===== config.mk =====
export PLATFORM = sky130hd
export DESIGN_NAME = cpms_sqdist
export DESIGN_NICKNAME = d
export VERILOG_FILES = /design/src/rtl/core/cpms_pkg.sv /design/src/rtl/core/cpms_sqdist.sv
export SDC_FILE = /design/constraint.sdc
export NUM_CORES = 2
export LEC_CHECK = 0
export ABC_CLOCK_PERIOD_IN_PS = 14100
export BUFFER_PORTS_ARGS = -buffer_cell sky130_fd_sc_hd__buf_4
export CORE_ASPECT_RATIO = 1.25
export CORE_UTILIZATION = 64
export CTS_CLUSTER_SIZE = 28
export DETAILED_ROUTE_END_ITERATION = 8
export PLACE_DENSITY = 0.85
export RECOVER_POWER = 25
export REMOVE_ABC_BUFFERS = 1
export SETUP_SLACK_MARGIN = 0.05
export SYNTH_ARGS = -nofsm -noshare
export SYNTH_HDL_FRONTEND = slang
export SYNTH_SLANG_ARGS = --single-unit

===== constraint.sdc =====
create_clock -name clock -period 14.1 [get_ports clock]
set_input_delay 0.705 -clock clock [delete_from_list [all_inputs] [get_ports clock]]
set_output_delay 0.705 -clock clock [all_outputs]
set_load 0.02 [all_outputs]

===== src/rtl/core/cpms_pkg.sv =====
`timescale 1ns / 1ps
`default_nettype none
// shared types and constants for the closest pair midpoint search block
// depends on nothing

package cpms_pkg;

   // capacity of each point set
   localparam int MAX_POINTS = 4096;
   localparam int AddrW      = (MAX_POINTS > 1) ? $clog2(MAX_POINTS) : 1;
   localparam int CntW       = $clog2(MAX_POINTS + 1);

   // subsampling stride is max(1, count / StrideDiv)
   localparam int StrideDiv  = 300;
   localparam int RemW       = (CntW > 9) ? CntW : 9;

   localparam int CoordW     = 24;
   localparam int SqW        = 2 * CoordW;
   localparam int DistW      = SqW + 2;

   // item kinds
   localparam logic [1:0] KIND_LOAD_A = 2'd0;
   localparam logic [1:0] KIND_LOAD_B = 2'd1;
   localparam logic [1:0] KIND_SEARCH = 2'd2;

   typedef struct packed {
      logic signed [CoordW-1:0] x;
      logic signed [CoordW-1:0] y;
      logic signed [CoordW-1:0] z;
   } point_type;

   // operations of the shared distance unit
   typedef enum logic [2:0] {
      DOP_NONE  = 3'd0,
      DOP_CLEAR = 3'd1,
      DOP_SQ_X  = 3'd2,
      DOP_SQ_Y  = 3'd3,
      DOP_SQ_Z  = 3'd4,
      DOP_CMP   = 3'd5,
      DOP_TAKE  = 3'd6
   } dop_type;

   typedef struct packed {
      dop_type op;
      logic    a_ok;
      logic    b_ok;
   } dctl_type;

endpackage

`default_nettype wire


===== src/rtl/core/cpms_sqdist.sv =====
`timescale 1ns / 1ps
`default_nettype none
// shared squared distance unit: one squarer used per axis, accumulator,
// running best compare and midpoint of the best pair
// depends on cpms_pkg

module cpms_sqdist (
   input  wire logic                       clock,
   input  wire logic                       reset,
   input  wire cpms_pkg::dctl_type         ctl,
   input  wire cpms_pkg::point_type        pt_a,
   input  wire cpms_pkg::point_type        pt_b,
   output logic [cpms_pkg::CoordW-1:0]     mid_x,
   output logic [cpms_pkg::CoordW-1:0]     mid_y,
   output logic [cpms_pkg::CoordW-1:0]     mid_z
);
   import cpms_pkg::*;

   logic                     have_ff, have_in;
   logic [SqW-1:0]           prod_ff, prod_in;
   logic [DistW-1:0]         acc_ff, acc_in;
   logic [DistW-1:0]         best_ff, best_in;
   logic [CoordW-1:0]        mx_ff, my_ff, mz_ff;
   logic [CoordW-1:0]        mx_in, my_in, mz_in;

   logic signed [CoordW-1:0] op_a, op_b;
   logic signed [CoordW:0]   diff;
   logic [CoordW:0]          mag;
   logic [DistW-1:0]         pair_sq;
   point_type                ka, kb;

   // floor of (a + b) / 2
   function automatic logic [CoordW-1:0] half_sum(input logic signed [CoordW-1:0] a,
                                                   input logic signed [CoordW-1:0] b);
      logic signed [CoordW:0] s;
      s = {a[CoordW-1], a} + {b[CoordW-1], b};
      return s[CoordW:1];
   endfunction

   // axis select for the squarer
   always_comb begin
      unique case (ctl.op)
         DOP_SQ_Y: begin
            op_a = pt_a.y;
            op_b = pt_b.y;
         end
         DOP_SQ_Z: begin
            op_a = pt_a.z;
            op_b = pt_b.z;
         end
         default: begin
            op_a = pt_a.x;
            op_b = pt_b.x;
         end
      endcase
   end

   assign diff    = {op_a[CoordW-1], op_a} - {op_b[CoordW-1], op_b};
   assign mag     = diff[CoordW] ? (~diff + 1'b1) : diff;
   assign pair_sq = acc_ff + DistW'(prod_ff);

   // an empty set contributes the origin
   assign ka = ctl.a_ok ? pt_a : '0;
   assign kb = ctl.b_ok ? pt_b : '0;

   always_comb begin
      have_in = have_ff;
      prod_in = prod_ff;
      acc_in  = acc_ff;
      best_in = best_ff;
      mx_in   = mx_ff;
      my_in   = my_ff;
      mz_in   = mz_ff;
      unique case (ctl.op)
         DOP_NONE: begin
         end
         DOP_CLEAR: begin
            have_in = 1'b0;
         end
         DOP_SQ_X: begin
            prod_in = mag[CoordW-1:0] * mag[CoordW-1:0];
            acc_in  = '0;
         end
         DOP_SQ_Y: begin
            prod_in = mag[CoordW-1:0] * mag[CoordW-1:0];
            acc_in  = DistW'(prod_ff);
         end
         DOP_SQ_Z: begin
            prod_in = mag[CoordW-1:0] * mag[CoordW-1:0];
            acc_in  = acc_ff + DistW'(prod_ff);
         end
         DOP_CMP: begin
            // strict less keeps the first pair on a tie
            if (!have_ff || (pair_sq < best_ff)) begin
               have_in = 1'b1;
               best_in = pair_sq;
               mx_in   = half_sum(pt_a.x, pt_b.x);
               my_in   = half_sum(pt_a.y, pt_b.y);
               mz_in   = half_sum(pt_a.z, pt_b.z);
            end
         end
         DOP_TAKE: begin
            mx_in = half_sum(ka.x, kb.x);
            my_in = half_sum(ka.y, kb.y);
            mz_in = half_sum(ka.z, kb.z);
         end
      endcase
   end

   always_ff @(posedge clock) begin
      if (reset) begin
         have_ff <= 1'b0;
      end else begin
         have_ff <= have_in;
      end
      prod_ff <= prod_in;
      acc_ff  <= acc_in;
      best_ff <= best_in;
      mx_ff   <= mx_in;
      my_ff   <= my_in;
      mz_ff   <= mz_in;
   end

   assign mid_x = mx_ff;
   assign mid_y = my_ff;
   assign mid_z = mz_ff;

endmodule

`default_nettype wire


# ---- After elaboration in Yosys (flattened, before gate mapping)
# Index checks and enable logic that the tools add are counted.
dict set report op_classes {
  mul 1
  n_mux 14
  addsub 9
  shifts 0
  n_div 0
  order_cmp 1
  reduce_logical 9
  bitwise 1
  n_eq_ne 7
}
# cell n
set op_table {}
lappend op_table {{$pmux W24 S2} 5}
lappend op_table {{$add A24 B24 Y25} 6}
lappend op_table {{$pmux W50 S3} 1}
lappend op_table {{$mux W72} 2}
lappend op_table {{$mux W24} 4}
lappend op_table {{$add A50 B48 Y50} 1}
lappend op_table {{$lt A50 B50 Y1} 1}
lappend op_table {{$mul A24 B24 Y48} 1}
lappend op_table {{$sub A24 B24 Y25} 1}
lappend op_table {{$add A24 B1 Y24 const B} 1}
lappend op_table {{$not A24 Y24} 1}
lappend op_table {{$eq A3 B3 Y1 const B} 3}
lappend op_table {{$eq A3 B2 Y1 const B} 2}
lappend op_table {{$reduce_and A2 Y1} 3}
lappend op_table {{$reduce_bool A2 Y1} 2}
lappend op_table {{$eq A3 B1 Y1 const B} 1}
lappend op_table {{$reduce_bool A3 Y1} 1}
lappend op_table {{$reduce_or A3 Y1} 1}
lappend op_table {{$ne A2 B2 Y1 const B} 1}
lappend op_table {{$pmux W1 S2} 1}
lappend op_table {{$logic_not A1 Y1} 1}
lappend op_table {{$logic_or A1 B1 Y1} 1}
lappend op_table {{$mux W1} 1}
dict set report word_totals {
  out_inout_bits 72
  regBits 221
  romBits 0
  wordCells 49
  inputBits 151
  memories 0
  mem_bits_rw 0
  latch_bits 0
}

# ---- Depth between registers and ports, before layout
dict set report depth {
  ltp_word 7
  ltp_mapped 52
  depth_no_buf 49
}

# ---- Worst setup path before layout
# OpenSTA, ideal clock, no wires.
dict set report synth_path {
  kind {input to register}
  startpoint {input port ctl[2] in the netlist's numbering}
  endpoint {register prod_ff[44] (data pin)}
  n_path_buf 4
  stages 48
  setup_ps 259
  arrival_time_ps 11538
  path_slack_ps 2303
  required_time_ps 13841
  path_cell_list {inv_1 and3_1 clkbuf_1 clkbuf_1 buf_1 a22oi_1 nand2_1 ha_1 inv_1 fa_1 a21o_1 a31o_1 a211oi_2 o31ai_1 xor2_1 or4b_4 nor3b_4 nand4b_1 [12 not listed] fa_1 inv_1 fa_1 inv_1 ha_1 a21o_1 a21o_1 a21oi_1 o21ai_0 or3_1 a211oi_1 o31ai_1 o31ai_1 nor2b_1 o31ai_1 a21o_1 a21oi_1 xnor2_1}
}
dict set report synth_between {
  elab_chain_cells 7
}
# element line
set synth_lines {}
lappend synth_lines {{start: declaration} cpms_sqdist.sv:10} ;# input wire cpms_pkg::dctl_type ctl,
lappend synth_lines {{$eq A3 B3 Y1 or $eq A3 B2 Y1 (tied branches)} {cpms_sqdist.sv:42, cpms_sqdist.sv:74}}
lappend synth_lines {{$pmux W24 S2} cpms_sqdist.sv:42} ;# unique case (ctl.op)
lappend synth_lines {{$sub A24 B24 Y25 *} cpms_sqdist.sv:58} ;# assign diff = {op_a[CoordW-1], op_a} - {op_b[CoordW-1], op_b};
lappend synth_lines {{$not A24 Y24} cpms_sqdist.sv:59} ;# assign mag = diff[CoordW] ? (~diff + 1'b1) : diff;
lappend synth_lines {{$add A24 B1 Y24} cpms_sqdist.sv:59}
lappend synth_lines {{$mux W24 *} cpms_sqdist.sv:59}
lappend synth_lines {{$mul A24 B24 Y48 *} {cpms_sqdist.sv:81, cpms_sqdist.sv:85, cpms_sqdist.sv:89}}
lappend synth_lines {{end signal: assignment} cpms_sqdist.sv:116} ;# prod_ff <= prod_in;
lappend synth_lines {{end: declaration} cpms_sqdist.sv:20} ;# logic [SqW-1:0] prod_ff, prod_in;
# Every way passes the cells marked *; elsewhere a longest branch is shown, timed or not.
# A chain may end at the register's enable or synchronous reset.

# ---- Worst setup path in the final report
dict set report layout_path {
  startpoint {input port ctl[3] in the netlist's numbering}
  endpoint {register prod_ff[44] (data pin)}
}
# The elaborated chain is that of the path after synthesis.

==> impl_metrics.toml <==
[yosys]
synth_fa_ha_area_frac = 0.382
async_flop_share = 0
synth_xor_area_frac = 0.0553
yosys.area_share.simple = 0.141
yosysSeqAreaShare = 0.180
yosys_warnings = 0
synth_edf_count = 219
ys.flop_type = "edfxtp_1"
synth_top_family_by_area = "adder cells"
synth_cells = 4057
synth.distinct_cells = 81
synth_seq_cells = 220
synth.area.mux_share = 0.00448
synth_compound_area_frac = 0.157
synth.avg_cell_area_sq_um = 9.02
syn-cell-area_sq_mm = 0.0366

[floorplan]
core_region_area_sq_mm = 0.0563
dieArea_sq_mm = 0.0581
die_h_um = 269
start_util = 0.650
io-pin-count = 223
num_rows = 97
die_w_um = 216

[global_route]
antenna_found_initial = 2
overflow = 0
grt_start_max_net_pins = 96
grt_pass1_wl_mm = 161
grt_usage = 0.350
grt_pass1_vias = 31800

[finish]
drive_gt1_frac = 0.0637
layout.cells.non_filler = 4999
diodes = 0
design_area_sq_mm = 0.0396
fin_nets = 5247
syn2layout_area_growth_pct = 8.39
fill_cells = 4326

[worst_setup_path]
start_kind = "input pin"
reg2reg_depth = 29
crit_required_ns = 14.43
timing.rr.start = "prod_ff[2]$_DFFE_PP_"
endpoint_kind = "register"
worstPathArrival_ns = 13.36
crit_type = "in -> reg"
path_max_fanout = 95
cp_slowest_cell = "fa_1"
r2r_setup_slack_ns = 5.72
path_common_cell = "fa_1"
slowest_delay_ns = 0.84
r2r-end = "mid_y[2]$_DFFE_PP_"

[status]
violations = "max-capacitance violations, max-slew violations"
status = "finished with violations"

[placed_design]
dp_hpwl_mm = 78.2
place.gp.congestion = 1.02
port_buffers = 222
place_area_sq_mm = 0.0392
place_ws_ns = 0.992
dpl.cell_count = 4952

[clock_network]
clk_latency_ns = 0.60
path_clk_slew_ns = 0.06
cts_max_path_buffers = 3
postCtsHoldBufs = 0
cts-resized-gates = 0
post_cts_buffers = 0
cts_root_buffer = "clkbuf_16"
cts_buffers = 26
cts_tree = "yes"
htreeDepth = 1
cts.sinks = 220

[timing]
setup_viol = 0
fin_ws_ns = 1.07
relSlewSlack = -1.64
post-route-period-util = 0.924
hold_violations = 0
fmax_mhz = 76.8
rsz0062_at_grt = "false"
tightest_slew_ns = 3.92
fin_crit_ns = 13.03
drv_slew = 100
skew_ns = 0.0346

[worst_hold_path]
worstHoldStart = "reset"
hold_path_depth = 2
hold-path-endpoint = "have_ff$_SDFFE_PP0P_"
hold_path.class = "in -> reg"

[drt]
dr.pass1.iters = 8
drt-initial-drc-count = 2869
num_vias = 30900
drc = 0
totalWireLength_mm = 100
ant_nets = 0
routed_via_density = 6.19
post_drt_wl_per_cell_um = 20.1

[job]
cap_violations = 2
## stage by stage
stage / setup TNS, ns / hold WS (ns) / util
3_5_place_dp: 0 / 0.572 / 0.695
6_report: 0 / 0.269 / 0.704
5_1_grt: 0 / 0.263 / 0.704
2_1_floorplan: -166.25 / 0.461 / -
4_1_cts: 0 / 0.255 / 0.709
3_3_place_gp: 0 / 0.562 / 0.695
## layer usage
metal | global-route usage | wire, um
met4 | 0.229 | 7380
met1 | 0.408 | 36000
met3 | 0.0699 | 8910
met2 | 0.586 | 48100
met5 | 0 | 18
## worst max-delay path by stage
stage | slack (ns) | endpoint | from | cells past startpoint
final | 1.07 | prod_ff[44]$_DFFE_PP_ | ctl[3] | 45
after detailed placement | 0.99 | prod_ff[44]$_DFFE_PP_ | ctl[2] | 48
after global routing | 0.35 | prod_ff[44]$_DFFE_PP_ | ctl[3] | 46
after global placement | 1.19 | prod_ff[44]$_DFFE_PP_ | ctl[2] | 48
after floorplan | -5.12 | prod_ff[44]$_DFFE_PP_ | ctl[4] | 42
after CTS | 1.44 | prod_ff[44]$_DFFE_PP_ | ctl[2] | 48
## worst max-delay path, delay by kind of cell
family / cells / cell delay [ns]
xor gates and xnor gates: 2 / 0.16
adders and majority gates: 10 / 4.80
buffers and inverters: 8 / 1.78
AOI/OAI and AO/OA: 17 / 3.85
and+or+nand+nor: 8 / 1.99
## final cells by class
class	instances	area, sq um	area share
flip-flops and latches	220	6600	0.166
repair buffers	264	1710	0.0432
well taps	742	928	0.0234
clock inverters	12	97.6	0.00246
clock buffers	35	684	0.0173
multi-input cells	3065	27100	0.685
inverters	661	2480	0.0626
## cell usage in the layout, fill, tap and decap left out, types with 7 or more instances in the layout
master / Yosys / routed
nand4_1: 24 / 24
o21bai_1: 38 / 38
o21ai_0: 147 / 147
nor2b_1: 45 / 45
nor2_1: 340 / 339
edfxtp_1: 219 / 219
fa_1: 430 / 430
o21a_1: 41 / 41
a31o_2: 7 / 7
a211oi_1: 19 / 19
and3_1: 22 / 20
o31ai_1: 26 / 26
a21o_1: 109 / 109
a21boi_0: 19 / 19
nand2_1: 299 / 299
clkbuf_1: 98 / 84
a22o_1: 72 / 72
a31oi_1: 33 / 32
o31a_1: 8 / 8
mux2i_1: 13 / 12
clkinv_1: 4 / 9
a211o_1: 8 / 8
nand2b_1: 51 / 51
or2_2: 11 / 10
or3_1: 18 / 18
a21oi_1: 245 / 245
clkbuf_16: 0 / 26
o211ai_1: 9 / 9
nand3_1: 50 / 49
nor3_1: 48 / 47
xnor2_1: 152 / 149
a22oi_1: 24 / 24
and2_1: 144 / 144
buf_4: 0 / 187
inv_1: 653 / 653
xor2_1: 79 / 79
ha_1: 428 / 428
## cell usage after synthesis (7+ instances only)
master,instances,area [sq um]
o31a_1,8,70.1
nand4_1,24,150
a21boi_0,19,143
xnor2_1,152,1330
a211oi_1,19,143
o31ai_1,26,195
mux2i_1,13,130
and2_1,144,901
a31oi_1,33,206
nor2b_1,45,282
or2_2,11,68.8
nand2b_1,51,319
o211ai_1,9,67.6
nand3_1,50,250
a22oi_1,24,180
fa_1,430,8610
edfxtp_1,219,6580
inv_1,653,2450
a211o_1,8,70.1
nand2_1,299,1120
o21a_1,41,308
or3_1,18,113
xor2_1,79,692
a21o_1,109,818
o21bai_1,38,285
a21oi_1,245,1230
nor3_1,48,240
nor2_1,340,1280
ha_1,428,5360
and3_1,22,138
o21ai_0,147,736
a22o_1,72,631
clkbuf_1,98,368
a31o_2,7,61.3
## registers in the layout (all words and copies together), names as in the netlist
| register | flops |
|---|---|
| acc_ff | 50 |
| best_ff | 50 |
| have_ff | 1 |
| mid_x | 24 |
| mid_y | 24 |
| mid_z | 24 |
| prod_ff | 47 |
## cells by family (layout without fill, tap and decap cells)
family | after synthesis | count (layout)
simple gates | 1088 | 1088
compound gates | 872 | 872
fa+ha+maj | 858 | 858
buf+inv | 772 | 972
xor+xnor | 231 | 231
flops | 220 | 220
mux | 16 | 16
Power is left out: the tool's default activity adds up to more than one toggle a clock period on the data nets, which glitch-free logic cannot reach.
